==> config.mk <==
export PLATFORM = sky130hd
export DESIGN_NAME = infix_calculator_evaluator_core
export DESIGN_NICKNAME = d
export VERILOG_FILES = /design/src/ice_pkg.sv /design/src/ice_controller.sv /design/src/ice_datapath.sv /design/src/infix_calculator_evaluator_core.sv
export SDC_FILE = /design/constraint.sdc
export NUM_CORES = 2
export LEC_CHECK = 0
export ABC_AREA = 1
export BUFFER_PORTS_ARGS = -buffer_cell sky130_fd_sc_hd__buf_4
export CAP_MARGIN = 20
export CELL_PAD_IN_SITES_DETAIL_PLACEMENT = 1
export CELL_PAD_IN_SITES_GLOBAL_PLACEMENT = 2
export CORE_ASPECT_RATIO = 0.9
export CORE_MARGIN = 2
export CORE_UTILIZATION = 42
export CTS_BUF_LIST = sky130_fd_sc_hd__clkbuf_8 sky130_fd_sc_hd__clkbuf_16
export CTS_CLUSTER_SIZE = 30
export DETAILED_ROUTE_END_ITERATION = 8
export GPL_TIMING_DRIVEN = 0
export HOLD_SLACK_MARGIN = 0.1
export PLACE_DENSITY_LB_ADDON = 0.1
export SYNTH_ARGS = -nofsm -noshare
export SYNTH_HDL_FRONTEND = slang
export SYNTH_SLANG_ARGS = --single-unit
==> constraint.sdc <==
create_clock -name clock -period 20.1 [get_ports clock]
set_input_delay 1.005 -clock clock [delete_from_list [all_inputs] [get_ports clock]]
set_output_delay 1.005 -clock clock [all_outputs]
set_load 0.02 [all_outputs]
==> src/ice_pkg.sv <==
package ice_pkg;

   // default fixed point format and limits
   localparam int INT_BITS_DEFAULT  = 32;
   localparam int FRAC_BITS_DEFAULT = 16;
   localparam int MAX_VALUE_BITS    = 48;
   localparam int MUL_CHUNK_BITS    = 16;

   // port widths
   localparam int CHAR_BITS     = 8;
   localparam int RESULT_BITS   = 48;
   localparam int RSP_DATA_BITS = 56;

   // character codes
   localparam logic [CHAR_BITS-1:0] CHAR_ZERO  = 8'h30;
   localparam logic [CHAR_BITS-1:0] CHAR_NINE  = 8'h39;
   localparam logic [CHAR_BITS-1:0] CHAR_PLUS  = 8'h2B;
   localparam logic [CHAR_BITS-1:0] CHAR_MINUS = 8'h2D;
   localparam logic [CHAR_BITS-1:0] CHAR_STAR  = 8'h2A;
   localparam logic [CHAR_BITS-1:0] CHAR_SLASH = 8'h2F;
   localparam logic [3:0]           DEC_BASE   = 4'd10;

   // pending operator codes
   typedef enum logic [2:0] {
      OP_NONE = 3'd0,
      OP_ADD  = 3'd1,
      OP_SUB  = 3'd2,
      OP_MUL  = 3'd3,
      OP_DIV  = 3'd4
   } op_type;

   // controller states
   typedef enum logic [3:0] {
      ST_IDLE,
      ST_CHAR,
      ST_APPLY,
      ST_LOAD,
      ST_MUL,
      ST_MUL_DONE,
      ST_DIV,
      ST_DIV_DONE,
      ST_POST,
      ST_FINISH,
      ST_EMIT
   } state_type;

   // controller to datapath
   typedef struct packed {
      logic capture;
      logic digit;
      logic init_term;
      logic add_apply;
      logic load_md;
      logic mul_step;
      logic div_step;
      logic mul_done;
      logic div_done;
      logic commit_op;
      logic finish;
      logic emit;
   } cmd_type;

   // datapath to controller
   typedef struct packed {
      logic is_op;
      logic last;
      logic pend_md;
      logic pend_div;
      logic opnd_zero;
      logic out_busy;
   } status_type;

   // value width from the fixed point format
   function automatic int fx_width(int ib, int fb);
      int w;
      w = ib + fb;
      if (w > MAX_VALUE_BITS) begin
         w = MAX_VALUE_BITS;
      end
      return w;
   endfunction

endpackage

==> src/ice_controller.sv <==
module ice_controller import ice_pkg::*; #(
   parameter int INT_BITS  = INT_BITS_DEFAULT,
   parameter int FRAC_BITS = FRAC_BITS_DEFAULT
) (
   input  logic       clock,
   input  logic       reset,
   input  logic       req_tvalid,
   output logic       req_tready,
   input  status_type status,
   output cmd_type    cmd
);

   localparam int W         = fx_width(INT_BITS, FRAC_BITS);
   localparam int NUM_W     = W + FRAC_BITS;
   localparam int MUL_STEPS = (W + MUL_CHUNK_BITS - 1) / MUL_CHUNK_BITS;
   localparam int CNT_W     = $clog2(NUM_W + 1);

   state_type        state_ff, state_in;
   logic             final_ff, final_in;
   logic [CNT_W-1:0] cnt_ff, cnt_in;

   // next state
   always_comb begin
      state_in = state_ff;
      final_in = final_ff;
      cnt_in   = cnt_ff;
      case (state_ff)
         ST_IDLE: begin
            if (req_tvalid) begin
               state_in = ST_CHAR;
            end
         end
         ST_CHAR: begin
            if (status.is_op) begin
               state_in = ST_APPLY;
               final_in = 1'b0;
            end else if (status.last) begin
               state_in = ST_APPLY;
               final_in = 1'b1;
            end else begin
               state_in = ST_IDLE;
            end
         end
         ST_APPLY: begin
            state_in = status.pend_md ? ST_LOAD : ST_POST;
         end
         ST_LOAD: begin
            cnt_in = '0;
            if (!status.pend_div) begin
               state_in = ST_MUL;
            end else if (status.opnd_zero) begin
               state_in = ST_POST;
            end else begin
               state_in = ST_DIV;
            end
         end
         ST_MUL: begin
            cnt_in = cnt_ff + CNT_W'(1);
            if (cnt_ff == CNT_W'(MUL_STEPS)) begin
               state_in = ST_MUL_DONE;
            end
         end
         ST_MUL_DONE: begin
            state_in = ST_POST;
         end
         ST_DIV: begin
            cnt_in = cnt_ff + CNT_W'(1);
            if (cnt_ff == CNT_W'(NUM_W - 1)) begin
               state_in = ST_DIV_DONE;
            end
         end
         ST_DIV_DONE: begin
            state_in = ST_POST;
         end
         ST_POST: begin
            if (final_ff) begin
               state_in = ST_FINISH;
            end else if (status.last) begin
               state_in = ST_APPLY;
               final_in = 1'b1;
            end else begin
               state_in = ST_IDLE;
            end
         end
         ST_FINISH: begin
            state_in = ST_EMIT;
         end
         ST_EMIT: begin
            if (!status.out_busy) begin
               state_in = ST_IDLE;
            end
         end
         default: begin
            state_in = ST_IDLE;
         end
      endcase
   end

   // command outputs
   always_comb begin
      cmd        = '0;
      req_tready = 1'b0;
      case (state_ff)
         ST_IDLE: begin
            req_tready  = 1'b1;
            cmd.capture = req_tvalid;
         end
         ST_CHAR: begin
            cmd.digit = 1'b1;
         end
         ST_APPLY: begin
            cmd.init_term = status.pend_md;
            cmd.add_apply = !status.pend_md;
         end
         ST_LOAD: begin
            cmd.load_md = 1'b1;
         end
         ST_MUL: begin
            cmd.mul_step = 1'b1;
         end
         ST_MUL_DONE: begin
            cmd.mul_done = 1'b1;
         end
         ST_DIV: begin
            cmd.div_step = 1'b1;
         end
         ST_DIV_DONE: begin
            cmd.div_done = 1'b1;
         end
         ST_POST: begin
            cmd.commit_op = !final_ff;
         end
         ST_FINISH: begin
            cmd.finish = 1'b1;
         end
         ST_EMIT: begin
            cmd.emit = !status.out_busy;
         end
         default: begin
            cmd = '0;
         end
      endcase
   end

   // state registers
   always_ff @(posedge clock) begin
      if (reset) begin
         state_ff <= ST_IDLE;
         final_ff <= 1'b0;
         cnt_ff   <= '0;
      end else begin
         state_ff <= state_in;
         final_ff <= final_in;
         cnt_ff   <= cnt_in;
      end
   end

endmodule

==> src/ice_datapath.sv <==
module ice_datapath import ice_pkg::*; #(
   parameter int INT_BITS  = INT_BITS_DEFAULT,
   parameter int FRAC_BITS = FRAC_BITS_DEFAULT
) (
   input  logic                     clock,
   input  logic                     reset,
   input  logic [CHAR_BITS-1:0]     req_tdata,
   input  logic                     req_tlast,
   output logic                     rsp_tvalid,
   input  logic                     rsp_tready,
   output logic [RSP_DATA_BITS-1:0] rsp_tdata,
   input  cmd_type                  cmd,
   output status_type               status
);

   localparam int W         = fx_width(INT_BITS, FRAC_BITS);
   localparam int NUM_W     = W + FRAC_BITS;
   localparam int MUL_STEPS = (W + MUL_CHUNK_BITS - 1) / MUL_CHUNK_BITS;
   localparam int MPAD_W    = MUL_STEPS * MUL_CHUNK_BITS;
   localparam int PP_W      = W + MUL_CHUNK_BITS;
   localparam int PROD_W    = 2 * W;
   localparam int DIG_W     = W + 5;
   localparam int PAD_W     = RSP_DATA_BITS - RESULT_BITS - 1;
   localparam logic [W-1:0] MAX_MAG = {1'b0, {(W-1){1'b1}}};

   // expression state
   logic signed [W-1:0] sum_ff, sum_in;
   logic signed [W-1:0] term_ff, term_in;
   logic [W-1:0]        opnd_ff, opnd_in;
   op_type              pend_ff, pend_in;
   logic                tvalid_ff, tvalid_in;
   logic                ovf_ff, ovf_in;
   logic                rsp_valid_ff, rsp_valid_in;

   // payload registers
   logic [CHAR_BITS-1:0]     char_ff, char_in;
   logic                     last_ff, last_in;
   logic [W-1:0]             x_ff, x_in;
   logic                     neg_ff, neg_in;
   logic [MPAD_W-1:0]        mop_ff, mop_in;
   logic [PP_W-1:0]          pp_ff, pp_in;
   logic [PROD_W-1:0]        acc_ff, acc_in;
   logic [NUM_W-1:0]         num_ff, num_in;
   logic [NUM_W-1:0]         quo_ff, quo_in;
   logic [W-2:0]             rem_ff, rem_in;
   logic [RSP_DATA_BITS-1:0] rsp_data_ff, rsp_data_in;

   // character decode
   op_type     char_op;
   logic       is_digit;
   logic [3:0] digit_val;

   always_comb begin
      case (char_ff)
         CHAR_PLUS:  char_op = OP_ADD;
         CHAR_MINUS: char_op = OP_SUB;
         CHAR_STAR:  char_op = OP_MUL;
         CHAR_SLASH: char_op = OP_DIV;
         default:    char_op = OP_NONE;
      endcase
   end

   assign is_digit  = (char_ff >= CHAR_ZERO) && (char_ff <= CHAR_NINE);
   assign digit_val = 4'(char_ff - CHAR_ZERO);

   // operand times ten plus digit, saturating
   logic [DIG_W-1:0] dig_sum;
   logic             dig_ovf;

   assign dig_sum = DIG_W'(opnd_ff) * DIG_W'(DEC_BASE) + (DIG_W'(digit_val) << FRAC_BITS);
   assign dig_ovf = dig_sum > DIG_W'(MAX_MAG);

   // saturating sum plus term
   logic [W:0]   sat_raw;
   logic         sat_ovf;
   logic [W-1:0] sat_val;

   assign sat_raw = {sum_ff[W-1], sum_ff} + {term_ff[W-1], term_ff};
   assign sat_ovf = sat_raw[W] ^ sat_raw[W-1];
   assign sat_val = sat_ovf ? {sat_raw[W], {(W-1){~sat_raw[W]}}} : sat_raw[W-1:0];

   // term magnitude and negated operand
   logic [W-1:0] term_bits;
   logic [W-1:0] term_mag;
   logic [W-1:0] opnd_neg;

   assign term_bits = term_ff;
   assign term_mag  = term_bits[W-1] ? (~term_bits + W'(1)) : term_bits;
   assign opnd_neg  = ~opnd_ff + W'(1);

   // clamp of a multiply or divide magnitude
   logic [PROD_W-1:0] clamp_src;
   logic [PROD_W-1:0] clamp_limit;
   logic              clamp_ovf;
   logic [W-1:0]      clamp_mag;
   logic [W-1:0]      clamp_val;

   assign clamp_src   = cmd.mul_done ? (acc_ff >> FRAC_BITS) : PROD_W'(quo_ff);
   assign clamp_limit = PROD_W'(MAX_MAG) + PROD_W'(neg_ff);
   assign clamp_ovf   = clamp_src > clamp_limit;
   assign clamp_mag   = clamp_ovf ? clamp_limit[W-1:0] : clamp_src[W-1:0];
   assign clamp_val   = neg_ff ? (~clamp_mag + W'(1)) : clamp_mag;

   // one restoring divide step
   logic [W-1:0] div_trial;
   logic         div_ge;
   logic [W-1:0] div_diff;

   assign div_trial = {rem_ff, num_ff[NUM_W-1]};
   assign div_ge    = div_trial >= opnd_ff;
   assign div_diff  = div_trial - opnd_ff;

   // multiply chunk from the top of the operand shift register
   logic [MUL_CHUNK_BITS-1:0] mul_chunk;

   assign mul_chunk = mop_ff[MPAD_W-1 -: MUL_CHUNK_BITS];

   // next values
   always_comb begin
      sum_in       = sum_ff;
      term_in      = term_ff;
      opnd_in      = opnd_ff;
      pend_in      = pend_ff;
      tvalid_in    = tvalid_ff;
      ovf_in       = ovf_ff;
      rsp_valid_in = rsp_valid_ff;
      char_in      = char_ff;
      last_in      = last_ff;
      x_in         = x_ff;
      neg_in       = neg_ff;
      mop_in       = mop_ff;
      pp_in        = pp_ff;
      acc_in       = acc_ff;
      num_in       = num_ff;
      quo_in       = quo_ff;
      rem_in       = rem_ff;
      rsp_data_in  = rsp_data_ff;

      if (rsp_valid_ff && rsp_tready) begin
         rsp_valid_in = 1'b0;
      end

      // input beat
      if (cmd.capture) begin
         char_in = req_tdata;
         last_in = req_tlast;
      end

      // digit accumulate
      if (cmd.digit && is_digit) begin
         if (dig_ovf) begin
            opnd_in = MAX_MAG;
            ovf_in  = 1'b1;
         end else begin
            opnd_in = dig_sum[W-1:0];
         end
      end

      // missing term counts as zero for multiply and divide
      if (cmd.init_term && !tvalid_ff) begin
         term_in   = '0;
         tvalid_in = 1'b1;
      end

      // plus, minus or none: close the term and open a new one
      if (cmd.add_apply) begin
         if (tvalid_ff) begin
            sum_in = sat_val;
            if (sat_ovf) begin
               ovf_in = 1'b1;
            end
         end
         term_in   = (pend_ff == OP_SUB) ? opnd_neg : opnd_ff;
         tvalid_in = 1'b1;
      end

      // load multiply and divide operands
      if (cmd.load_md) begin
         x_in   = term_mag;
         neg_in = term_bits[W-1];
         mop_in = MPAD_W'(opnd_ff);
         pp_in  = '0;
         acc_in = '0;
         num_in = NUM_W'(term_mag) << FRAC_BITS;
         quo_in = '0;
         rem_in = '0;
      end

      // multiply: partial product, then shift and add
      if (cmd.mul_step) begin
         pp_in  = PP_W'(x_ff) * PP_W'(mul_chunk);
         mop_in = mop_ff << MUL_CHUNK_BITS;
         acc_in = (acc_ff << MUL_CHUNK_BITS) + PROD_W'(pp_ff);
      end

      // divide: one quotient bit
      if (cmd.div_step) begin
         rem_in = div_ge ? div_diff[W-2:0] : div_trial[W-2:0];
         num_in = num_ff << 1;
         quo_in = {quo_ff[NUM_W-2:0], div_ge};
      end

      // write clamped product or quotient back to the term
      if (cmd.mul_done || cmd.div_done) begin
         term_in = clamp_val;
         if (clamp_ovf) begin
            ovf_in = 1'b1;
         end
      end

      // operator takes effect
      if (cmd.commit_op) begin
         opnd_in = '0;
         pend_in = char_op;
      end

      // fold the last term into the sum
      if (cmd.finish && tvalid_ff) begin
         sum_in = sat_val;
         if (sat_ovf) begin
            ovf_in = 1'b1;
         end
      end

      // result beat and clear for the next expression
      if (cmd.emit) begin
         rsp_data_in  = {{PAD_W{1'b0}}, ovf_ff, RESULT_BITS'(sum_ff)};
         rsp_valid_in = 1'b1;
         sum_in       = '0;
         term_in      = '0;
         opnd_in      = '0;
         pend_in      = OP_NONE;
         tvalid_in    = 1'b0;
         ovf_in       = 1'b0;
      end
   end

   // expression state registers
   always_ff @(posedge clock) begin
      if (reset) begin
         sum_ff       <= '0;
         term_ff      <= '0;
         opnd_ff      <= '0;
         pend_ff      <= OP_NONE;
         tvalid_ff    <= 1'b0;
         ovf_ff       <= 1'b0;
         rsp_valid_ff <= 1'b0;
      end else begin
         sum_ff       <= sum_in;
         term_ff      <= term_in;
         opnd_ff      <= opnd_in;
         pend_ff      <= pend_in;
         tvalid_ff    <= tvalid_in;
         ovf_ff       <= ovf_in;
         rsp_valid_ff <= rsp_valid_in;
      end
   end

   // payload registers
   always_ff @(posedge clock) begin
      char_ff     <= char_in;
      last_ff     <= last_in;
      x_ff        <= x_in;
      neg_ff      <= neg_in;
      mop_ff      <= mop_in;
      pp_ff       <= pp_in;
      acc_ff      <= acc_in;
      num_ff      <= num_in;
      quo_ff      <= quo_in;
      rem_ff      <= rem_in;
      rsp_data_ff <= rsp_data_in;
   end

   // status to the controller
   assign status.is_op     = (char_op != OP_NONE);
   assign status.last      = last_ff;
   assign status.pend_md   = (pend_ff == OP_MUL) || (pend_ff == OP_DIV);
   assign status.pend_div  = (pend_ff == OP_DIV);
   assign status.opnd_zero = (opnd_ff == '0);
   assign status.out_busy  = rsp_valid_ff && !rsp_tready;

   assign rsp_tvalid = rsp_valid_ff;
   assign rsp_tdata  = rsp_data_ff;

endmodule

==> src/infix_calculator_evaluator_core.sv <==
// channel   dir  data fields (low bit up)                       tlast / tuser
// req_      in   tdata[7:0] char_code                           tlast = last
// rsp_      out  tdata[47:0] result, [48] overflow, [55:49] 0   none
//
// one beat at a time; a digit or ignored character is captured and decoded, + or - is also applied and committed
// a pending * shifts and adds one 16-bit partial product per cycle
// a pending / runs a restoring divide (Q32.16 by default), one quotient bit per cycle
// a beat with tlast adds a second apply when it is an operator, then finishes and emits
// synchronous reset clears the expression and an unsent result; no clearing pass
// a stalled result holds in the output register while the next expression runs
module infix_calculator_evaluator_core import ice_pkg::*; #(
   parameter int INT_BITS  = INT_BITS_DEFAULT,
   parameter int FRAC_BITS = FRAC_BITS_DEFAULT
) (
   input  logic                     clock,
   input  logic                     reset,
   input  logic                     req_tvalid,
   output logic                     req_tready,
   input  logic [CHAR_BITS-1:0]     req_tdata,   // char_code
   input  logic                     req_tlast,
   output logic                     rsp_tvalid,
   input  logic                     rsp_tready,
   output logic [RSP_DATA_BITS-1:0] rsp_tdata    // result, overflow, zero pad
);

   cmd_type    cmd;
   status_type status;

   // sequencer
   ice_controller #(
      .INT_BITS  (INT_BITS),
      .FRAC_BITS (FRAC_BITS)
   ) u_controller (
      .clock      (clock),
      .reset      (reset),
      .req_tvalid (req_tvalid),
      .req_tready (req_tready),
      .status     (status),
      .cmd        (cmd)
   );

   // arithmetic and state
   ice_datapath #(
      .INT_BITS  (INT_BITS),
      .FRAC_BITS (FRAC_BITS)
   ) u_datapath (
      .clock      (clock),
      .reset      (reset),
      .req_tdata  (req_tdata),
      .req_tlast  (req_tlast),
      .rsp_tvalid (rsp_tvalid),
      .rsp_tready (rsp_tready),
      .rsp_tdata  (rsp_tdata),
      .cmd        (cmd),
      .status     (status)
   );

endmodule

Word-level counts from Yosys, hierarchy flattened. Index checks and enable logic that the tools add are counted.

Bits in registers: 636. Word-level logic and storage cells: 169. Output and inout port bits: 58. Input port bits: 13.

Reductions and logical operators: 32. $mul: 2. Magnitude comparators: 5. Equal/unequal tests: 24. Add/sub/neg operators: 10. Mux-type cells: 68. Bitwise operators: 5.

Operators by type and width (number): two-way mux 48 bit (14); two-way mux 64 bit (5); two-way mux 96 bit (2); adder 48 x 1 -> 48 bit (second input constant) (3); NOT 48 bit (3); two-way mux 47 bit (3); adder 96 x 64 -> 96 bit (1); greater-than comparator 96 bit (1); two-way mux 80 bit (1); multiplier 48 x 16 -> 64 bit (1); adder 52 x 20 -> 53 bit (1); greater-than comparator 53 x 47 -> 1 bit (second input constant) (1); multiplier 48 x 3 -> 51 bit (second input constant) (1); adder 48 x 48 -> 49 bit (1); adder 47 x 1 -> 48 bit (first input constant) (1); greater-or-equal comparator 48 bit (1); logical NOT 48 bit (1); subtractor 47 bit (1); case mux 4 bit (10 select lines) (1); two-way mux 4 bit (9); == test 8 x 6 -> 1 bit (second input constant) (4); two-way mux 1 bit (28); == test 4 x 3 -> 1 bit (second input constant) (4); nonzero test 2 bit (8); 29 further kinds (50).

Depth between registers and ports, before layout.
Depth in word-level cells: 12. Depth in mapped cells: 38. Gate-level depth less buffers: 36.

Hierarchy. Synthesis repeated with hierarchy kept, for this count alone.

Cells, all modules: 9161. Area, all modules: 68429.4 µm².

By module, submodules not included: ice_datapath (cells an instance 9027, area an instance 67644.9 µm², times used 1, seq. area each 17076.4 µm²); ice_controller (cells an instance 134, area an instance 784.5 µm², times used 1, seq. area each 240.2 µm²).

Worst setup path before layout. OpenSTA, ideal clock, no wires.

Path type: register to register. Start: reg u_controller.state_ff[2]. End: reg u_datapath.acc_ff[0] (enable). Library setup time: 0.631 ns. Buffers on the path: 2. Path slack: 9.338 ns. Cell stages (with the launch flop): 8. Clock period less this slack: 10.762 ns. Arrival time: 10.131 ns. Data required time: 19.469 ns. Path through: dfxtp_1 -> nor2_1 -> inv_1 -> nor3_1 -> inv_1 -> clkbuf_1 -> nand2_1 -> clkbuf_1.

Word-level cells in the longest chain between the ends: 3. Elaborated cells between the ends (all ways): 5.

Ends and longest elaborated chain: start: declaration (line ice_controller.sv:18) `state_type state_ff, state_in;`; start signal: assignment (line ice_controller.sv:152) `state_ff <= state_in;`; == test 4 x 3 -> 1 bit or == test 4 x 2 -> 1 bit (tied branches) (line ice_controller.sv:103) `case (state_ff)`; two-way mux 1 bit (line ice_controller.sv:103); nonzero test 2 bit (no source line) *; end signal: assignment (line ice_datapath.sv:267) `acc_ff <= acc_in;`; end: declaration (line ice_datapath.sv:42) `logic [PROD_W-1:0] acc_ff, acc_in;`.

Mark *: on every way between the ends. The rest lies on a longest branch, timed or not. A chain may end at the register's enable or synchronous reset.

Worst setup path after layout.
Start: reg u_datapath.mop_ff[36]. End: reg u_datapath.pp_ff[44] (data pin).

Word-level cells in the longest chain between the ends: 2.

Ends and longest elaborated chain: start: declaration (line ice_datapath.sv:40) `logic [MPAD_W-1:0] mop_ff, mop_in;`; start signal: assignment (line ice_datapath.sv:265) `mop_ff <= mop_in;`; multiplier 48 x 16 -> 64 bit (line ice_datapath.sv:191) `pp_in = PP_W'(x_ff) * PP_W'(mul_chunk);`; two-way mux 64 bit (line ice_datapath.sv:190) `if (cmd.mul_step) begin`; end signal: assignment (line ice_datapath.sv:266) `pp_ff <= pp_in;`; end: declaration (line ice_datapath.sv:41) `logic [PP_W-1:0] pp_ff, pp_in;`.

Every way passes these cells.

==> summary.txt <==
Outcome
  – Status: finished, final reports clean

Floorplanning
  – Die Ht: 387.3 um
  – Total die area: between 0.15 and 0.2 mm^2
  – Core area: 0.1620 mm^2
  – Initial core utilization: between 40% and 50%
  – DIE WIDTH: 429.9 um
  – Row Count: 140
  – Ports: 71

CTS
  – Clk_lat worst skew: around 0.73 ns
  – H-tree depth: 3
  – Post-CTS Setup Bufs: 0
  – Clock root cell: clkbuf_16
  – # hold bufs at CTS: 0
  – Clk buf depth: 3
  – Cts repair resizes: 0
  – CTS Buf Count: 79
  – CTS Sinks: around 640
  – CTS tree: built
  – Worst-path clk slew: 0.07 ns

Worst setup path
  – Crit path from: u_datapath.mop_ff[36]
  – Crit. End Element: flop
  – Slowest Stage Delay on Critical Path: 0.93 ns
  – CP top delay family: adder cells
  – Critical Path Fanout Max: 10
  – Critical Path Most Common Cell: fa_1
  – Critical Path RT: between 20 and 25 ns
  – Startpoint Class: flop
  – Critical path arrival: 9.27 ns
  – R2R Path Start: u_datapath.mop_ff[36]
  – Setup Crit Path Kind: flop to flop
  – CP bufs+invs: 7
  – Slowest cell on the critical path: clkbuf_1

Synth
  – Post-synthesis register bit count: 636
  – Asr flop ratio synth: 0%
  – Synth Flop Type: edfxtp_1
  – Distinct cells, synth: 64
  – Mapped cell area: between 0.06 and 0.07 mm^2
  – Ys Warns: 0
  – Syn_area_per_cell: 7.453 um^2
  – Synth Instances: 9,199
  – Post-synth EDFFs: 458
  – Sequential area share after synthesis: 25.26%

Detailed routing
  – DRC viols: 0
  – DRT Wirelength: ~290 mm
  – Final antenna-violating net count: 0
  – Initial DRC count: 5,147
  – Via density: 5.583
  – 1st-pass router iterations: 6
  – Avg WL per Cell: 24.85 um
  – Vias: 64,584

STA
  – Highest Clock Rate: 113.1 MHz
  – Worst clock skew: 0.05356 ns
  – Fin. max-slew vios: 0
  – Worst setup margin: between 10 and 15 ns
  – Final Hold Viols: 0
  – Minimum clock period: 8.838 ns
  – Period utilization: ~44%
  – Worst slew margin: 14.57%
  – Least-Margin Pin Slew: between 1 and 1.5 ns
  – Setup violators final: 0
  – RSZ-0062 raised after global routing: no
  – TNS Setup: 0 ns

Global routing
  – Total Routing Usage GR: 34.17%
  – First-pass GRT wire length: 427.0 mm
  – Grt total ovfl: 0
  – Vias in the first global route: 66,801
  – Antenna violations before repair: 5
  – Largest net degree at the start of global routing: 67

Placed design
  – Dpl cell area: slightly above 0.07 mm^2
  – Post-DP HPWL: 239.4 mm
  – DP Worst Slack: 11.51 ns
  – Gpl congestion: 0.9866
  – Buffers added on ports: 62

Finish
  – NumNets Final: 10,459
  – Fraction of layout cells with a size suffix above 1: 3.508%
  – Fillcell total: 20,336
  – Layout area overhead: 9.251%
  – Final instance area: around 0.075 mm^2

Worst hold path
  – Min-delay src: req_tdata[0]
  – Worst hold path type: input pin to flop

Power and ir drop
  – Pwr Total: 6.951 mW
  – Power density cells: 92.80 mW/mm^2
  – Lkg Pwr: approximately 36 nW
  – Maximum VDD drop: 0.1399 mV

Flow run
  – Max_cap viols: 0
==> metrics by stage <==
step	hold WS [ns]	util, %	instances
floorplan	0.4025	-	9205
global placement	0.4539	44.26	11397
detailed placement	0.4576	44.53	11418
CTS	0.4118	46.21	11564
global route	0.4290	46.23	11566
finish	0.4622	46.23	11567
==> kinds of logic (layout without fill, tap and decap cells) <==
family	count (synthesis)	after routing	synth area share, %
simple gates	3552	3552	21.02
buf+inv	2129	2360	11.79
compound gates	1619	1619	12.82
fa+ha+maj	1075	1075	26.70
flops	636	636	25.26
xor+xnor	187	187	2.400
other cells	1	8	0.005470
==> flip-flops by register name, indices dropped and copies added (netlist names) <==
name,cells
u_controller.cnt_ff,7
u_controller.final_ff,1
u_controller.state_ff,4
u_datapath.acc_ff,96
u_datapath.char_ff,8
u_datapath.last_ff,1
u_datapath.mop_ff,48
u_datapath.neg_ff,1
u_datapath.num_ff,48
u_datapath.opnd_ff,48
u_datapath.ovf_ff,1
u_datapath.pend_ff,3
u_datapath.pp_ff,64
u_datapath.quo_ff,64
u_datapath.rem_ff,47
u_datapath.rsp_tdata,49
u_datapath.rsp_tvalid,1
u_datapath.sum_ff,48
u_datapath.term_bits,48
u_datapath.tvalid_ff,1
u_datapath.x_ff,48
==> routing by layer <==
layer,track usage (%),vias to the layer above,share of wire (%)
li1,-,29522,-
met5,0,-,0.0094
met3,5.737,434,7.4
met4,12.66,4,4.2
met2,53.81,2131,44
met1,47.11,32493,44
==> cell type report <==
type                            count  area [um^2]  area share [%]
Antenna cell                        1        2.502        0.003341
Clock buffer                       88         2123           2.835
Clock inverter                     58        591.8          0.7901
Tap cell                         2130         2665           3.558
Sequential cell                   636        17320           23.12
Timing Repair Buffer               85        909.6           1.214
Buffer                            338         1368           1.826
Multi-Input combinational cell   6440        43200           57.68
Inverter                         1791         6724           8.977
==> layout by cell type (no fill, tap or decap), drive strengths merged, types with 94 or more instances in the layout <==
master	n
dfxtp	178
o21ai	563
ha	428
nand2	2209
nor3	94
buf	133
nor2	815
edfxtp	458
xor2	94
fa	647
nand3	270
clkbuf	378
inv	1804
a31oi	112
a21oi	726
==> where the power goes <==
part	leakage, nW	internal (mW)	switching [mW]
clock network	1.38	0.872	0.651
logic	29.4	1.25	2.68
registers	5.31	1.45	0.0528
total	36.1	3.57	3.38
==> Yosys cell counts (all sizes together), types with 48 or more instances <==
master / instances / area [um^2]
buf: 48 / 274.0
a31oi: 112 / 700.7
inv: 1784 / 6696
xor2: 94 / 830.8
nand4: 87 / 550.5
o21a: 55 / 412.9
nor3: 94 / 480.5
dfxtp: 178 / 3563
xnor2: 93 / 814.5
nand3: 270 / 1371
fa: 647 / 12950
edfxtp: 458 / 13750
a21oi: 726 / 3633
ha: 428 / 5355
clkbuf: 290 / 1089
o21ai: 563 / 2821
nand2: 2209 / 8332
nor2: 815 / 3158
==> worst paths after layout <==
check                             end  slack [ns]  depth (start not counted)
max              u_datapath.pp_ff[44]       11.26                         26
min             u_datapath.char_ff[0]        0.46                          1
max reg2reg      u_datapath.pp_ff[44]       11.26                         26
min reg2reg  u_datapath.rsp_tdata[11]        0.47                          0
No activity file was read; power rests on OpenSTA's default activity.
